`src/rtl/core/ptk_pkg.sv`:
```
`timescale 1ns / 1ps
// ----------------------------------------------------------------------------
// ptk_pkg
// Shared constants and types of the PATRICIA trie key store.
// ----------------------------------------------------------------------------
package ptk_pkg;

  localparam int NODES_DEF    = 256;
  localparam int KEY_BITS_DEF = 32;

  localparam int FUNC_W   = 2;
  localparam int STATUS_W = 2;
  localparam int PORT_KEY_W = 32;

  // Request operations
  localparam logic [FUNC_W-1:0] FUNC_SEARCH = 2'd0;
  localparam logic [FUNC_W-1:0] FUNC_INSERT = 2'd1;
  localparam logic [FUNC_W-1:0] FUNC_DELETE = 2'd2;

  // Result status codes
  localparam logic [STATUS_W-1:0] ST_OK   = 2'd0;
  localparam logic [STATUS_W-1:0] ST_MISS = 2'd1;
  localparam logic [STATUS_W-1:0] ST_DUP  = 2'd2;
  localparam logic [STATUS_W-1:0] ST_FULL = 2'd3;

  // Per-field write enables of the node memory
  typedef struct packed {
    logic key;
    logic nbit;
    logic left;
    logic right;
  } node_wen_t;

endpackage

```
`src/rtl/core/ptk_diff.sv`:
```
`timescale 1ns / 1ps
// ----------------------------------------------------------------------------
// ptk_diff
// Serial first-difference finder, eight key bits per cycle, MSB is bit 1.
// ----------------------------------------------------------------------------
module ptk_diff #(
  parameter int KEY_BITS = ptk_pkg::KEY_BITS_DEF,
  localparam int BW = $clog2(KEY_BITS + 1)
) (
  input  logic                clk,
  input  logic                rst_n,
  input  logic                start,
  input  logic [KEY_BITS-1:0] a,
  input  logic [KEY_BITS-1:0] b,
  output logic                done,
  output logic [BW-1:0]       d
);

  localparam int PW   = ((KEY_BITS + 7) / 8) * 8;
  localparam int CNTW = $clog2(PW + 1);

  logic [PW-1:0]   sh_r;
  logic [CNTW-1:0] base_r;
  logic            run_r;
  logic [7:0]      top;
  logic [2:0]      lz;
  logic            hit;

  assign top = sh_r[PW-1 -: 8];

  always_comb begin
    lz  = '0;
    hit = 1'b0;
    for (int i = 0; i < 8; i++) begin
      if (!hit && top[7-i]) begin
        hit = 1'b1;
        lz  = 3'(i);
      end
    end
  end

  assign done = run_r && hit;
  assign d    = BW'(int'(base_r) + int'(lz) + 1);

  always_ff @(posedge clk) begin
    if (!rst_n) begin
      run_r <= 1'b0;
    end else if (start) begin
      run_r <= 1'b1;
    end else if (done) begin
      run_r <= 1'b0;
    end
  end

  always_ff @(posedge clk) begin
    if (start) begin
      sh_r   <= PW'(a ^ b) << (PW - KEY_BITS);
      base_r <= '0;
    end else if (run_r && !hit) begin
      sh_r   <= sh_r << 8;
      base_r <= base_r + CNTW'(8);
    end
  end

endmodule

```
`config.mk`:
```
export PLATFORM = sky130hd
export DESIGN_NAME = ptk_diff
export DESIGN_NICKNAME = d
export VERILOG_FILES = /design/src/rtl/core/ptk_pkg.sv /design/src/rtl/core/ptk_diff.sv
export SDC_FILE = /design/constraint.sdc
export NUM_CORES = 1
export LEC_CHECK = 0
export ABC_AREA = 1
export BUFFER_PORTS_ARGS = -buffer_cell sky130_fd_sc_hd__clkbuf_2
export CAP_MARGIN = 20
export CORE_AREA = 2 2 60 76
export DETAILED_ROUTE_END_ITERATION = 8
export DIE_AREA = 0 0 62 78
export PLACE_DENSITY = 0.77
export SLEW_MARGIN = 25
export SYNTH_ARGS = -nofsm -noshare
export SYNTH_HDL_FRONTEND = slang
export SYNTH_SLANG_ARGS = --single-unit
```
`constraint.sdc`:
```
create_clock -name clk -period 2.86 [get_ports clk]
set_input_delay 0.143 -clock clk [delete_from_list [all_inputs] [get_ports clk]]
set_output_delay 0.143 -clock clk [all_outputs]
set_load 0.01 [all_outputs]
```
=== After elaboration in Yosys (flattened, before gate mapping) ===
Index checks and enable logic that the tools add are counted.
Widths: inputs -> output; s select.

* Flip-flop bits (word level): 39
* Latch bits: 0
* Memory bits (writable): 0
* ROM bits: 0
* Bits of input ports: 67
* Output and inout bits: 7
* Memories kept: 0

* Add/subtract/negate cells: 3
* Multiply operators: 0
* Div/mod/pow operators: 0
* $lt $le $gt $ge: 0
* Equality and inequality tests: 0
* Shift-type cells: 0
* Multiplexer cells: 19
* Bitwise gates (word level): 1
* Reduce and logical (&&, ||, !) cells: 19

{| class="wikitable"
|+ Operator list
! operator !! count
|-
| $mux 32 || 2
|-
| $xor 32x32->32 || 1
|-
| $mux 3 || 5
|-
| $mux 1 || 11
|-
| $logic_and 1x1->1 || 9
|-
| $logic_not 1->1 || 8
|-
| $add 6x1->6 const B || 1
|-
| $add 6x3->6 || 1
|-
| $add 6x4->6 const B || 1
|-
| $reduce_bool 2->1 || 2
|-
| $mux 2 || 1
|}

=== Logic depth before layout (Yosys ltp) ===
* Depth in word-level cells: 26
* Depth in mapped cells: 11

=== Worst setup path after synthesis ===
OpenSTA, ideal clock, no wires.

* Kind: register to register
* Start: reg sh_r[29]
* End: reg sh_r[0], enable pin
* Data arrival time: 1651 ps
* Required time: 2471 ps
* Path slack: 820 ps
* Stages on the path, launching flop included: 6
* Path buffers: 0
* Period minus slack after synthesis: 2040 ps
* Cell sequence: edfxtp_1 nor2_4 nand4_4 nor2_4 nand3_4 nand2_1

* Longest elaborated chain between the ends: 20

{| class="wikitable"
|+ RTL lines
! element !! line !! text
|-
| start: declaration || ptk_diff.sv:22 || <nowiki>logic [PW-1:0] sh_r;</nowiki>
|-
| start signal: assignment || ptk_diff.sv:57 || <nowiki>sh_r <= PW'(a ^ b) << (PW - KEY_BITS);</nowiki>
|-
| start signal: assignment || ptk_diff.sv:60 || <nowiki>sh_r <= sh_r << 8;</nowiki>
|-
| $logic_and 1x1->1 (*) || ptk_diff.sv:35 || <nowiki>if (!hit && top[7-i]) begin</nowiki>
|-
| $mux 1 (*) || ptk_diff.sv:35 ||
|-
| $logic_not 1->1 || ptk_diff.sv:35 ||
|-
| $logic_and 1x1->1 || ptk_diff.sv:35 ||
|-
| $mux 1 (*) || ptk_diff.sv:35 ||
|-
| $logic_not 1->1 || ptk_diff.sv:35 ||
|-
| $logic_and 1x1->1 || ptk_diff.sv:35 ||
|-
| $mux 1 (*) || ptk_diff.sv:35 ||
|-
| [4 not listed] || -- ||
|-
| $logic_and 1x1->1 || ptk_diff.sv:35 ||
|-
| $mux 1 (*) || ptk_diff.sv:35 ||
|-
| $logic_not 1->1 || ptk_diff.sv:35 ||
|-
| $logic_and 1x1->1 || ptk_diff.sv:35 ||
|-
| $mux 1 (*) || ptk_diff.sv:35 ||
|-
| $logic_not 1->1 (*) || ptk_diff.sv:59 || <nowiki>end else if (run_r && !hit) begin</nowiki>
|-
| $logic_and 1x1->1 (*) || ptk_diff.sv:59 ||
|-
| $reduce_bool 2->1 (no source line) (*) || -- ||
|}

Mark *: on every way between the ends. The rest lies on a longest branch, timed or not.
A chain may end at the register's enable or synchronous reset.

=== Worst setup path after layout ===
* Start: reg sh_r[29]
* End: out d[4]

* Longest elaborated chain between the ends: 19

{| class="wikitable"
|+ RTL lines
! element !! line !! text
|-
| $logic_and 1x1->1 (*) || ptk_diff.sv:35 ||
|-
| $mux 1 || ptk_diff.sv:35 ||
|-
| $logic_not 1->1 || ptk_diff.sv:35 ||
|-
| $logic_and 1x1->1 || ptk_diff.sv:35 ||
|-
| $mux 1 || ptk_diff.sv:35 ||
|-
| $logic_not 1->1 || ptk_diff.sv:35 ||
|-
| $logic_and 1x1->1 || ptk_diff.sv:35 ||
|-
| $mux 1 || ptk_diff.sv:35 ||
|-
| [3 not listed] || -- ||
|-
| $logic_not 1->1 || ptk_diff.sv:35 ||
|-
| $logic_and 1x1->1 || ptk_diff.sv:35 ||
|-
| $mux 1 || ptk_diff.sv:35 ||
|-
| $logic_not 1->1 || ptk_diff.sv:35 ||
|-
| $logic_and 1x1->1 || ptk_diff.sv:35 ||
|-
| $mux 3 (*) || ptk_diff.sv:35 ||
|-
| $add 6x3->6 (*) || ptk_diff.sv:43 || <nowiki>assign d = BW'(int'(base_r) + int'(lz) + 1);</nowiki>
|-
| $add 6x1->6 (*) || ptk_diff.sv:43 ||
|-
| end: declaration || ptk_diff.sv:16 || <nowiki>output logic [BW-1:0] d</nowiki>
|}

Marks and branches as above.

==> results.yml <==
sta:
  grt_setup_unrepaired: "no"
  timing.final.setup_violations: 0
  min_period_over_period: 0.753
  finalHoldViolCount: 0
  worst_clock_skew_ns: 0.00452
  post_route_setup_slack_ns: 0.706
  final_max_slew_viol_count: 0
  max_clock_freq_mhz: 464
  final_total_negative_setup_slack_ns: 0
  max_slew.worst_pin.slew_ns: 0.412
  layout_min_cycle_time_ns: 2.15
  worst_slew_margin_rel: 0.725
  hold_ws_ns: 0.0574
global_route:
  grt_start_max_net_pins: 33
  grt_use_total: 0.158
  wire_length_of_the_first_global_routing_pass_um: 5600
  grt.overflow.total: 0
  number_of_global_route_vias_before_repair: 1443
  antenna_found_initial: 0
run_status:
  result_of_the_run: "completed"
detailed_routing:
  drc: 0
  top_metal_layer_carrying_routed_signals: "met4"
  vias_per_cell: 4.63
  wl_met1_um: 1230
  dr.first_iter.drc_count: 35
  first_pass_iters: 4
  finalWirelength_um: 3350
  routed-wl-met2_um: 1830
  wire_per_inst_um: 10.6
  drt.antenna.violating_nets: 0
  vias: 1467
  routed-wl-met3_um: 244
floorplanning:
  die_width_um: 62
  core_sq_um: 4070
  initial_utilization: 0.472
  die-area_sq_um: 4840
  boundaryPins: 74
  die_y_um: 78
  rows: 26
flow_run:
  max_cap_violations: 0
clocking:
  numClockSinks: 36
  cts_setup_buffers: 0
  numCtsBuffers: 5
  insertion_delay_ns: 0.28
  tritoncts: "done"
  clock_tree.root_cell: "sky130_fd_sc_hd__clkbuf_8"
  h-tree-depth: 2
  max-clock-path-buffers: 2
  clk_pin_slew_worst_paths_ns: 0.07
  hold_buffers: 0
  post_cts_resize_count: 0
setup_path:
  timing.critical_path.max_delay_family: "simple AND/OR/NAND/NOR gates"
  crit_required_ns: 2.72
  timing.critical_path.buf_inv: 2
  critical_path_arrival_ns: 2.01
  setup.worst_path.class: "reg2out"
  crit_path_max_fanout: 5
  timing.critical_path.slowest_stage_cell: "sky130_fd_sc_hd__edfxtp_1"
  worstSetupEndpointType: "output port"
  worst_path_largest_cell_delay_ns: 0.45
  cp_common_cell: "sky130_fd_sc_hd__nand2_1"
  critical_path.cell_chain: "nor2_4 > nand4_4 > nor2_4 > nand2_2 > o211ai_1 > ha_1 > nand2_1 > inv_1 > nand2_1 > nand2_1 > nand2_1 > clkbuf_2"
  start_kind: "register"
cells_and_area:
  fin_util: 0.595
  antennaDiodeCount: 0
  instances_no_fill: 317
  combined_area_of_the_multi_input_logic_cells_sq_um: 807
  fill_cells: 350
  area_growth_pct: 26.2
  layout_common_cells: "73 x sky130_fd_sc_hd__clkbuf_2, 40 x sky130_fd_sc_hd__nand2_1, 32 x sky130_fd_sc_hd__xnor2_1, 32 x sky130_fd_sc_hd__edfxtp_1, 13 x sky130_fd_sc_hd__o21ai_1"
  drive_gt1_frac: 0.349
  layout.cells.most_common: "sky130_fd_sc_hd__clkbuf_2"
  design.final.nets: 330
  regArea_sq_um: 1040
placed_design:
  placed_cells_incl_taps: 310
  place.gp.congestion: 0.745
  port-buffer-count: 73
  pre_cts_worst_setup_slack_ns: 1.00
  place.detailed.hpwl_um: 2650
synth:
  syn_avg_cell_area_sq_um: 10.4
  synth_seq_area_share: 0.543
  synth_warnings: 0
  synth.cell_area_sq_um: 1920
  post_synth_inst_count: 185
  synthesis.nets: 254
  postSynthRegisterBits: 36
  synth_cell_type_count: 26
power_and_ir_drop:
  power-per-cell-area_nw_per_um2: 475
  cellLeakagePower_nw: 1.04
  max_vdd_drop_v: 0.000369
min_path:
  min-delay-path-class: "in2reg"
[through the flow]
step | total power [mW] | cell area, sq um
finish | 1.15 | 2420
global route | 1.21 | 2420
CTS | 1.16 | 2420
detailed placement | 0.839 | 2340
global placement | 0.829 | 2340
floorplan | 0.757 | 1920
[registers in the layout (all words and copies together), names as in the netlist]
signal	flops
base_r	3
sh_r	32
run_r	1
[layout make-up]
class | count | area share
Clock inverter | 2 | 0.00310
Inverter | 12 | 0.0186
Multi-Input combinational cell | 131 | 0.334
Tap cell | 56 | 0.0290
Timing Repair Buffer | 75 | 0.157
Sequential cell | 36 | 0.430
Clock buffer | 5 | 0.0284
[power breakdown]
group	internal (mW)	total, mW	switching, mW
clock	0.160	0.325	0.165
combinational	0.0926	0.184	0.0916
sequential	0.622	0.640	0.0173
[cells by family after synthesis]
| family | Yosys count | share of synthesized area |
|---|---|---|
| AOI/OAI and AO/OA | 31 | 0.0894 |
| DFF | 36 | 0.543 |
| buffers and inverters | 18 | 0.0365 |
| and+or+nand+nor | 63 | 0.159 |
| xor gates and xnor gates | 35 | 0.160 |
| adders and majority gates | 2 | 0.0130 |
[per-layer routing]
layer | GRT usage | vias up
met1 | 0.152 | 637
met4 | 0.0511 | 0
met2 | 0.293 | 55
li1 | - | 770
met3 | 0.0567 | 5
met5 | 0 | -
[cell usage after synthesis]
master | count | area share
sky130_fd_sc_hd__nand2_1 | 40 | 0.078
sky130_fd_sc_hd__edfxtp_1 | 32 | 0.50
sky130_fd_sc_hd__xnor2_1 | 32 | 0.15
sky130_fd_sc_hd__o21ai_1 | 13 | 0.034
sky130_fd_sc_hd__nor2_1 | 12 | 0.023
sky130_fd_sc_hd__o21ai_0 | 12 | 0.031
sky130_fd_sc_hd__inv_1 | 7 | 0.014
sky130_fd_sc_hd__clkbuf_1 | 4 | 0.0078
sky130_fd_sc_hd__dfxtp_1 | 4 | 0.042
sky130_fd_sc_hd__inv_2 | 4 | 0.0078
sky130_fd_sc_hd__a21oi_1 | 3 | 0.0078
sky130_fd_sc_hd__nor2_4 | 3 | 0.018
sky130_fd_sc_hd__xor2_1 | 3 | 0.014
sky130_fd_sc_hd__buf_2 | 2 | 0.0052
sky130_fd_sc_hd__ha_1 | 2 | 0.013
sky130_fd_sc_hd__nand4_1 | 2 | 0.0065
sky130_fd_sc_hd__a21boi_1 | 1 | 0.0039
sky130_fd_sc_hd__a41oi_2 | 1 | 0.0085
sky130_fd_sc_hd__clkinv_1 | 1 | 0.0020
sky130_fd_sc_hd__nand2_2 | 1 | 0.0033
sky130_fd_sc_hd__nand3_1 | 1 | 0.0026
sky130_fd_sc_hd__nand3_4 | 1 | 0.0091
sky130_fd_sc_hd__nand3b_1 | 1 | 0.0039
sky130_fd_sc_hd__nand4_4 | 1 | 0.011
sky130_fd_sc_hd__nor3_1 | 1 | 0.0026
sky130_fd_sc_hd__o211ai_1 | 1 | 0.0039
[path summary, 6_finish.rpt]
| kind | startpoint | end | slack, ns | cells past startpoint |
|---|---|---|---|---|
| min | start | base_r[5]$_SDFFE_PP0P_ | 0.06 | 2 |
| max | sh_r[29]$_DFFE_PP_ | d[4] | 0.71 | 12 |
| min reg2reg | base_r[5]$_SDFFE_PP0P_ | base_r[5]$_SDFFE_PP0P_ | 0.50 | 2 |
| max reg2reg | sh_r[29]$_DFFE_PP_ | sh_r[2]$_SDFFCE_PN0P_ | 1.05 | 6 |
[worst register-to-register path, stage by stage (launching register included)]
cell	delay (ns)
sky130_fd_sc_hd__edfxtp_1	0.45
sky130_fd_sc_hd__nor2_4	0.16
sky130_fd_sc_hd__nand4_4	0.12
sky130_fd_sc_hd__nor2_4	0.17
sky130_fd_sc_hd__nand3_4	0.11
sky130_fd_sc_hd__nand2_1	0.07
sky130_fd_sc_hd__buf_4	0.37
No activity file was read; power rests on OpenSTA's default activity.
